### config.mk
export PLATFORM = sky130hd
export DESIGN_NAME = slot_occupancy_allocator_unit
export DESIGN_NICKNAME = d
export VERILOG_FILES = /design/src/hw/rtl/soa_pkg.sv /design/src/hw/rtl/slot_occupancy_allocator_unit.sv /design/src/hw/rtl/soa_bitmap.sv
export SDC_FILE = /design/constraint.sdc
export NUM_CORES = 1
export LEC_CHECK = 0
export BUFFER_PORTS_ARGS = -buffer_cell sky130_fd_sc_hd__buf_2
export CAP_MARGIN = 15
export CORE_ASPECT_RATIO = 1.1
export CORE_UTILIZATION = 50
export DETAILED_ROUTE_END_ITERATION = 8
export GPL_ROUTABILITY_DRIVEN = 0
export PLACE_DENSITY = 0.71
export SLEW_MARGIN = 5
export SYNTH_ARGS = -nofsm -noshare
export SYNTH_HDL_FRONTEND = slang
export SYNTH_SLANG_ARGS = --single-unit
### constraint.sdc
create_clock -name i_clk -period 8.96 [get_ports i_clk]
set_clock_uncertainty 0.2 [all_clocks]
set_input_delay 0.448 -clock i_clk [delete_from_list [all_inputs] [get_ports i_clk]]
set_output_delay 0.448 -clock i_clk [all_outputs]
set_load 0.02 [all_outputs]
### src/hw/rtl/soa_pkg.sv
// shared types and constants for the slot occupancy allocator
`timescale 1ns / 1ps

package soa_pkg;

    localparam int SLOT_W = 6;
    localparam int CNT_W  = 7;

    typedef logic [SLOT_W-1:0] t_slot;
    typedef logic [CNT_W-1:0]  t_cnt;

    typedef enum logic [1:0] {
        MODE_ALLOC   = 2'd0,
        MODE_FREE    = 2'd1,
        MODE_LOCATE  = 2'd2,
        MODE_COMPACT = 2'd3
    } t_mode;

    typedef enum logic [1:0] {
        ST_OK   = 2'd0,
        ST_FULL = 2'd1,
        ST_NONE = 2'd2
    } t_status;

    typedef struct packed {
        t_mode mode;
        t_cnt  rank;
    } t_req;

    typedef struct packed {
        t_slot   slot;
        t_slot   source_slot;
        logic    is_move;
        t_status status;
        t_cnt    used_count;
        logic    last;
    } t_rsp;

    // update request from the sequencer to the occupancy bitmap
    typedef struct packed {
        logic  set;
        logic  clr;
        logic  pack;
        t_slot idx;
        t_cnt  used;
    } t_bmp_cmd;

endpackage

### src/hw/rtl/slot_occupancy_allocator_unit.sv
// top level: bitmap slot allocator with rank select and compaction
`timescale 1ns / 1ps

// usage
//   request channel (i_in_valid / o_in_ready / i_in_data): mode and rank
//   response channel (o_out_valid / i_out_ready / o_out_data): one response per
//     request, or one per relocated entry for compact, last set on the final one
//   every response carries the used count after the request
// timing
//   a request is taken only in idle; a scan counter then walks the bitmap one
//   slot a cycle, unless back-pressure holds it, through a single probe and a
//   single count compare; allocate scans up to the first free slot, free and
//   locate up to the target slot, and an out-of-range rank is answered unscanned
//   compact: scans up to the highest used slot, all slots when nothing has to
//   move; the bitmap is rewritten packed together with the last response
//   responses leave through an output register, so the next request is taken
//   while the previous response still waits
// reset
//   synchronous, active low; all slots free, used count zero, no response held
// back-pressure
//   while the output register is full and not taken, the scan holds on the
//   slot it wants to report

module slot_occupancy_allocator_unit #(
    parameter int SLOTS = 64
) (
    input  logic          i_clk,
    input  logic          i_rst_n,
    input  logic          i_in_valid,
    output logic          o_in_ready,
    input  soa_pkg::t_req i_in_data,
    output logic          o_out_valid,
    input  logic          i_out_ready,
    output soa_pkg::t_rsp o_out_data
);

    localparam int IW = $clog2(SLOTS);
    localparam int UW = $clog2(SLOTS + 1);

    typedef enum logic [1:0] {
        S_IDLE = 2'b01,
        S_SCAN = 2'b10
    } t_state;

    t_state            r_state, n_state;
    soa_pkg::t_req     r_req, n_req;
    logic [IW-1:0]     r_idx, n_idx;
    logic [UW-1:0]     r_cnt, n_cnt;
    logic [UW-1:0]     r_used, n_used;
    logic              r_ovalid, n_ovalid;
    soa_pkg::t_rsp     r_odata, n_odata;

    soa_pkg::t_bmp_cmd bmp_cmd;
    logic              bmp_bit;
    logic              bmp_above;

    logic              can_emit;
    logic              last_idx;
    logic              rank_bad;
    logic              rank_hit;
    logic              is_gap;

    function automatic soa_pkg::t_rsp mk_rsp(
        input soa_pkg::t_slot   slot,
        input soa_pkg::t_slot   src,
        input logic             mv,
        input soa_pkg::t_status st,
        input soa_pkg::t_cnt    used,
        input logic             last
    );
        soa_pkg::t_rsp r;
        r.slot        = slot;
        r.source_slot = src;
        r.is_move     = mv;
        r.status      = st;
        r.used_count  = used;
        r.last        = last;
        return r;
    endfunction

    soa_bitmap #(
        .SLOTS (SLOTS)
    ) u_bitmap (
        .i_clk   (i_clk),
        .i_rst_n (i_rst_n),
        .i_cmd   (bmp_cmd),
        .o_bit   (bmp_bit),
        .o_above (bmp_above)
    );

    assign o_in_ready  = (r_state == S_IDLE);
    assign o_out_valid = r_ovalid;
    assign o_out_data  = r_odata;

    // output register free this cycle
    assign can_emit = !r_ovalid || i_out_ready;
    assign last_idx = (r_idx == IW'(SLOTS - 1));
    // rank zero or beyond the used count finds nothing
    assign rank_bad = (r_req.rank == '0) || (r_req.rank > soa_pkg::t_cnt'(r_used));
    assign rank_hit = (soa_pkg::t_cnt'(r_cnt) + soa_pkg::t_cnt'(1)) == r_req.rank;
    // used slot that sits above its packed position
    assign is_gap   = bmp_bit && (soa_pkg::t_cnt'(r_idx) != soa_pkg::t_cnt'(r_cnt));

    always_comb begin
        n_state  = r_state;
        n_req    = r_req;
        n_idx    = r_idx;
        n_cnt    = r_cnt;
        n_used   = r_used;
        n_ovalid = r_ovalid && !i_out_ready;
        n_odata  = r_odata;

        bmp_cmd      = '0;
        bmp_cmd.idx  = soa_pkg::t_slot'(r_idx);
        bmp_cmd.used = soa_pkg::t_cnt'(r_used);

        unique case (r_state)
            S_IDLE: begin
                if (i_in_valid) begin
                    n_req   = i_in_data;
                    n_idx   = '0;
                    n_cnt   = '0;
                    n_state = S_SCAN;
                end
            end
            S_SCAN: begin
                unique case (r_req.mode)
                    soa_pkg::MODE_ALLOC: begin
                        if (!bmp_bit) begin
                            if (can_emit) begin
                                bmp_cmd.set = 1'b1;
                                n_used      = r_used + UW'(1);
                                n_ovalid    = 1'b1;
                                n_odata     = mk_rsp(soa_pkg::t_slot'(r_idx), '0, 1'b0,
                                                     soa_pkg::ST_OK,
                                                     soa_pkg::t_cnt'(n_used), 1'b1);
                                n_state     = S_IDLE;
                            end
                        end else if (last_idx) begin
                            if (can_emit) begin
                                n_ovalid = 1'b1;
                                n_odata  = mk_rsp('0, '0, 1'b0, soa_pkg::ST_FULL,
                                                  soa_pkg::t_cnt'(r_used), 1'b1);
                                n_state  = S_IDLE;
                            end
                        end else begin
                            n_idx = r_idx + IW'(1);
                        end
                    end
                    soa_pkg::MODE_FREE, soa_pkg::MODE_LOCATE: begin
                        if (rank_bad) begin
                            if (can_emit) begin
                                n_ovalid = 1'b1;
                                n_odata  = mk_rsp('0, '0, 1'b0, soa_pkg::ST_NONE,
                                                  soa_pkg::t_cnt'(r_used), 1'b1);
                                n_state  = S_IDLE;
                            end
                        end else if (bmp_bit && rank_hit) begin
                            if (can_emit) begin
                                if (r_req.mode == soa_pkg::MODE_FREE) begin
                                    bmp_cmd.clr = 1'b1;
                                    n_used      = r_used - UW'(1);
                                end
                                n_ovalid = 1'b1;
                                n_odata  = mk_rsp(soa_pkg::t_slot'(r_idx), '0, 1'b0,
                                                  soa_pkg::ST_OK,
                                                  soa_pkg::t_cnt'(n_used), 1'b1);
                                n_state  = S_IDLE;
                            end
                        end else begin
                            if (bmp_bit) begin
                                n_cnt = r_cnt + UW'(1);
                            end
                            n_idx = r_idx + IW'(1);
                        end
                    end
                    soa_pkg::MODE_COMPACT: begin
                        if (is_gap) begin
                            // move is last when nothing used lies above it
                            if (can_emit) begin
                                n_ovalid = 1'b1;
                                n_odata  = mk_rsp(soa_pkg::t_slot'(r_cnt),
                                                  soa_pkg::t_slot'(r_idx), 1'b1,
                                                  soa_pkg::ST_OK,
                                                  soa_pkg::t_cnt'(r_used), !bmp_above);
                                if (!bmp_above) begin
                                    bmp_cmd.pack = 1'b1;
                                    n_state      = S_IDLE;
                                end else begin
                                    n_cnt = r_cnt + UW'(1);
                                    n_idx = r_idx + IW'(1);
                                end
                            end
                        end else if (last_idx) begin
                            // end reached without any move: already packed
                            if (can_emit) begin
                                bmp_cmd.pack = 1'b1;
                                n_ovalid     = 1'b1;
                                n_odata      = mk_rsp('0, '0, 1'b0, soa_pkg::ST_OK,
                                                      soa_pkg::t_cnt'(r_used), 1'b1);
                                n_state      = S_IDLE;
                            end
                        end else begin
                            if (bmp_bit) begin
                                n_cnt = r_cnt + UW'(1);
                            end
                            n_idx = r_idx + IW'(1);
                        end
                    end
                endcase
            end
            default: begin
                n_state = S_IDLE;
            end
        endcase
    end

    always_ff @(posedge i_clk) begin
        if (!i_rst_n) begin
            r_state  <= S_IDLE;
            r_used   <= '0;
            r_ovalid <= 1'b0;
        end else begin
            r_state  <= n_state;
            r_used   <= n_used;
            r_ovalid <= n_ovalid;
        end
    end

    always_ff @(posedge i_clk) begin
        r_req   <= n_req;
        r_idx   <= n_idx;
        r_cnt   <= n_cnt;
        r_odata <= n_odata;
    end

endmodule

### src/hw/rtl/soa_bitmap.sv
// occupancy bitmap with single-bit probe and packed rewrite
`timescale 1ns / 1ps

module soa_bitmap #(
    parameter int SLOTS = 64
) (
    input  logic              i_clk,
    input  logic              i_rst_n,
    input  soa_pkg::t_bmp_cmd i_cmd,
    output logic              o_bit,
    output logic              o_above
);

    localparam int IW = $clog2(SLOTS);

    logic [SLOTS-1:0] r_occ;
    logic [SLOTS-1:0] n_occ;
    logic [SLOTS-1:0] hi_mask;
    logic [IW-1:0]    idx_l;

    assign idx_l = i_cmd.idx[IW-1:0];
    assign o_bit = r_occ[idx_l];

    // any used slot strictly above the probed index
    always_comb begin
        for (int j = 0; j < SLOTS; j++) begin
            hi_mask[j] = (IW'(j) > idx_l);
        end
    end
    assign o_above = |(r_occ & hi_mask);

    always_comb begin
        n_occ = r_occ;
        priority if (i_cmd.pack) begin
            for (int j = 0; j < SLOTS; j++) begin
                n_occ[j] = (soa_pkg::t_cnt'(j) < i_cmd.used);
            end
        end else if (i_cmd.set) begin
            n_occ[idx_l] = 1'b1;
        end else if (i_cmd.clr) begin
            n_occ[idx_l] = 1'b0;
        end
    end

    always_ff @(posedge i_clk) begin
        if (!i_rst_n) begin
            r_occ <= '0;
        end else begin
            r_occ <= n_occ;
        end
    end

endmodule

==> impl_metrics.env <==
export IMPL_clk_insertion_delay_late_ns=0.42
export IMPL_grt_pass1_vias=8712
export IMPL_wl_um=32000
export IMPL_global_route_overflow_total=0
export IMPL_coreArea_um2=17200
export IMPL_final_cell_count_no_fill=1319
export IMPL_postSynthRegisterBits=119
export IMPL_final_min_period_over_clock_period=0.5724
export IMPL_wl_met1_um=12150
export IMPL_cts_resized=0
export IMPL_dr_first_iter_drc_count=1621
export IMPL_synthesis_yosys_warnings=0
export IMPL_worst_ep_arrival_time_ns=5.24
export IMPL_grt_pass1_wl_um=49620
export IMPL_synth_seq_area_share=0.3189
export IMPL_area_growth_syn_to_layout_pct=8.366
export IMPL_clockRootBuffer="clkbuf_16"
export IMPL_critPathKind="register to register"
export IMPL_dieWidth_um=129.1
export IMPL_vdd_drop_max_mv=0.1702
export IMPL_detailroute_via_count=9383
export IMPL_design_die_area_um2=18310
export IMPL_totalNegativeSetupSlack_ns=0
export IMPL_clk_pin_slew_ns=0.06
export IMPL_highest_layer="met4"
export IMPL_n_fill_cell=1581
export IMPL_port_buffer_count=37
export IMPL_fin_crit_ns=5.129
export IMPL_cts_sink_count=119
export IMPL_syn_inst=1087
export IMPL_max_freq_mhz=195.0
export IMPL_crit_path_max_incr_delay_ns=0.57
export IMPL_detailed_place_hpwl_um=22140
export IMPL_p_leak_nw=3.371
export IMPL_actual_slew_at_the_worst_max_slew_pin_ns=1.303
export IMPL_ioPinCount=38
export IMPL_routedWlPerCell_um=24.26
export IMPL_cts_inserted_buffers=17
export IMPL_hold_path_class="primary input to register"
export IMPL_cp_slowest_cell="nand3_2"
export IMPL_drc=0
export IMPL_p_total_mw=2.650
export IMPL_setup_viol=0
export IMPL_num_rows=50
export IMPL_cts_tree="done"
export IMPL_worst_path_required_ns=9.07
export IMPL_ff_latch_area_um2=2833
export IMPL_dominantRegCellSynth="dfxtp_1"
export IMPL_critical_path_max_fanout=72
export IMPL_largest_net_degree_at_the_start_of_global_routing=79
export IMPL_cell_area_power_density_nw_per_um2=275.2
export IMPL_drive_above_1_share=0.1043
export IMPL_grt_setup_unrepaired="no"
export IMPL_routed_wl_met2_um=13660
export IMPL_synth_fp_nets=1120
export IMPL_final_hold_viol_count=0
export IMPL_postSynth_asyncResetShare=0
export IMPL_dieHeight_um=141.8
export IMPL_outcome="completed"
export IMPL_endpoint_kind="register"
export IMPL_final_max_slew_violation_count=0
export IMPL_detailroute_wirelength_met3_um=4419
export IMPL_hold_worst_slack_ns=0.0006389
export IMPL_floorplan_initialDensity=0.5164
export IMPL_timing_critical_path_mode_cell="buf_4"
export IMPL_max_cap_violations=0
export IMPL_antenna_found_initial=2
export IMPL_worst_setup_path_start_kind="register"
export IMPL_dp_cells=1281
export IMPL_mappedNetlistArea_um2=8884
export IMPL_synth_lib_cells_used_distinct=83
export IMPL_cts_max_level=4
export IMPL_ant_nets=0
export IMPL_cts_path_max_buffers=2
export IMPL_avgSynthCellArea_um2=8.173
export IMPL_number_of_vias_per_cell=7.114
export IMPL_detailedRoute_firstPassIterationCount=6
export IMPL_slew_headroom=0.1243
export IMPL_synth_enable_flop_cells=45
export IMPL_area_occupied_by_multi_input_gates_um2=5429
export IMPL_grt_total_usage=0.3573
export IMPL_cell_chain_critical_path="buf_4 -> nand3_2 -> nor2_1 -> a21oi_1 -> a2111oi_2 -> a41oi_1 -> nor4_4 -> mux2i_1 -> or3_2 -> buf_4 -> a211o_1 -> and3_1"
export IMPL_num_nets_final=1103
-- report_power, final --
part | switching, mW | internal, mW | total [mW]
Combinational | 0.829 | 0.337 | 1.17
Clock | 0.271 | 0.466 | 0.737
Sequential | 0.0933 | 0.653 | 0.746
Total | 1.19 | 1.46 | 2.65
-- worst max-delay path: cells and delay by family (launching register included) --
kind	cells	cell delay (ns)
AO/OA/AOI/OAI	4	1.09
buffers and inverters	2	0.86
flip-flops	1	0.32
multiplexers	1	0.21
AND/OR/NAND/NOR	5	2.27
-- cell type report --
| cell class | instances | area share |
|---|---|---|
| well taps | 234 | 0.03041 |
| flip-flops and latches | 119 | 0.2943 |
| diodes | 2 | 0.0005199 |
| repair buffers | 56 | 0.03457 |
| clock inverters | 15 | 0.02119 |
| inverters | 28 | 0.01092 |
| multi-input cells | 848 | 0.5639 |
| clock buffers | 17 | 0.04419 |
-- cell usage in the layout, fill, tap and decap left out, types with 15 or more instances in the layout --
cell type,netlist,routed
o211ai_1,34,34
dfxtp_1,74,74
clkbuf_16,0,17
nor3_1,31,31
ha_1,20,20
a211oi_1,17,17
and3_1,25,25
o21ai_0,103,103
buf_4,3,15
nor2_1,93,93
o311a_1,18,18
nand2_1,108,108
nor4_1,16,16
nand3_1,40,40
inv_1,24,24
edfxtp_1,45,45
buf_2,16,37
a21oi_1,72,72
-- worst paths after layout --
path / from / to / slack, ns / cells after the start
max: r_idx[2]$_SDFFCE_PP0P_ / register / 3.83 / 12
min: i_in_data[0] / r_req[0]$_DFFE_PP_ / 0.0006 / 1
max reg2reg: r_idx[2]$_SDFFCE_PP0P_ / register / 3.83 / 12
min reg2reg: r_state[1]$_SDFFE_PN0P_ / r_state[1]$_SDFFE_PN0P_ / 0.35 / 2
-- through the flow --
step           utilization  area (µm²)  setup slack, ns
6_report            0.5596        9627            3.831
5_1_grt             0.5594        9624            3.703
4_1_cts             0.5590        9617            4.026
3_5_place_dp        0.5207        8957            4.063
3_3_place_gp        0.5207        8957            3.996
2_1_floorplan            -        8884            4.951
-- metal layers --
metal / track usage / up-vias
li1: - / 4110
met1: 0.4815 / 4344
met2: 0.5252 / 753
met3: 0.08597 / 176
met4: 0.1926 / 0
met5: 0 / -
-- cell usage after synthesis (13+ instances only) --
cell type | count | area share
xnor2_1 | 14 | 0.014
buf_2 | 16 | 0.0090
o21ai_0 | 103 | 0.058
and3_1 | 25 | 0.018
nor2b_1 | 14 | 0.0099
o311a_1 | 18 | 0.020
a211oi_1 | 17 | 0.014
nand3_1 | 40 | 0.023
nor2_1 | 93 | 0.039
edfxtp_1 | 45 | 0.15
nor3_1 | 31 | 0.017
dfxtp_1 | 74 | 0.17
clkbuf_1 | 52 | 0.022
a21oi_1 | 72 | 0.041
o311ai_0 | 14 | 0.014
o21a_1 | 13 | 0.011
inv_1 | 24 | 0.010
nand2_1 | 108 | 0.046
o211ai_1 | 34 | 0.029
nor4_1 | 16 | 0.011
ha_1 | 20 | 0.028
buf_6 | 13 | 0.016
-- cells by family after synthesis --
kind of cell | share of synthesized area
AO/OA/AOI/OAI | 0.2951
XOR/XNOR | 0.02465
adder cells (fa/ha/maj) | 0.02817
buffers and inverters | 0.07084
flip-flops | 0.3189
multiplexers | 0.04733
AND/OR/NAND/NOR | 0.2151
-- what timing repair did --
item / 4_1_cts / 5_1_grt
buffers inserted: 0 / 0
hold buffers: 3 / 0
setup endpoints to repair: 0 / 0
hold endpoints to repair: 3 / 0
Note: power is estimated with default switching activity, not from simulation.
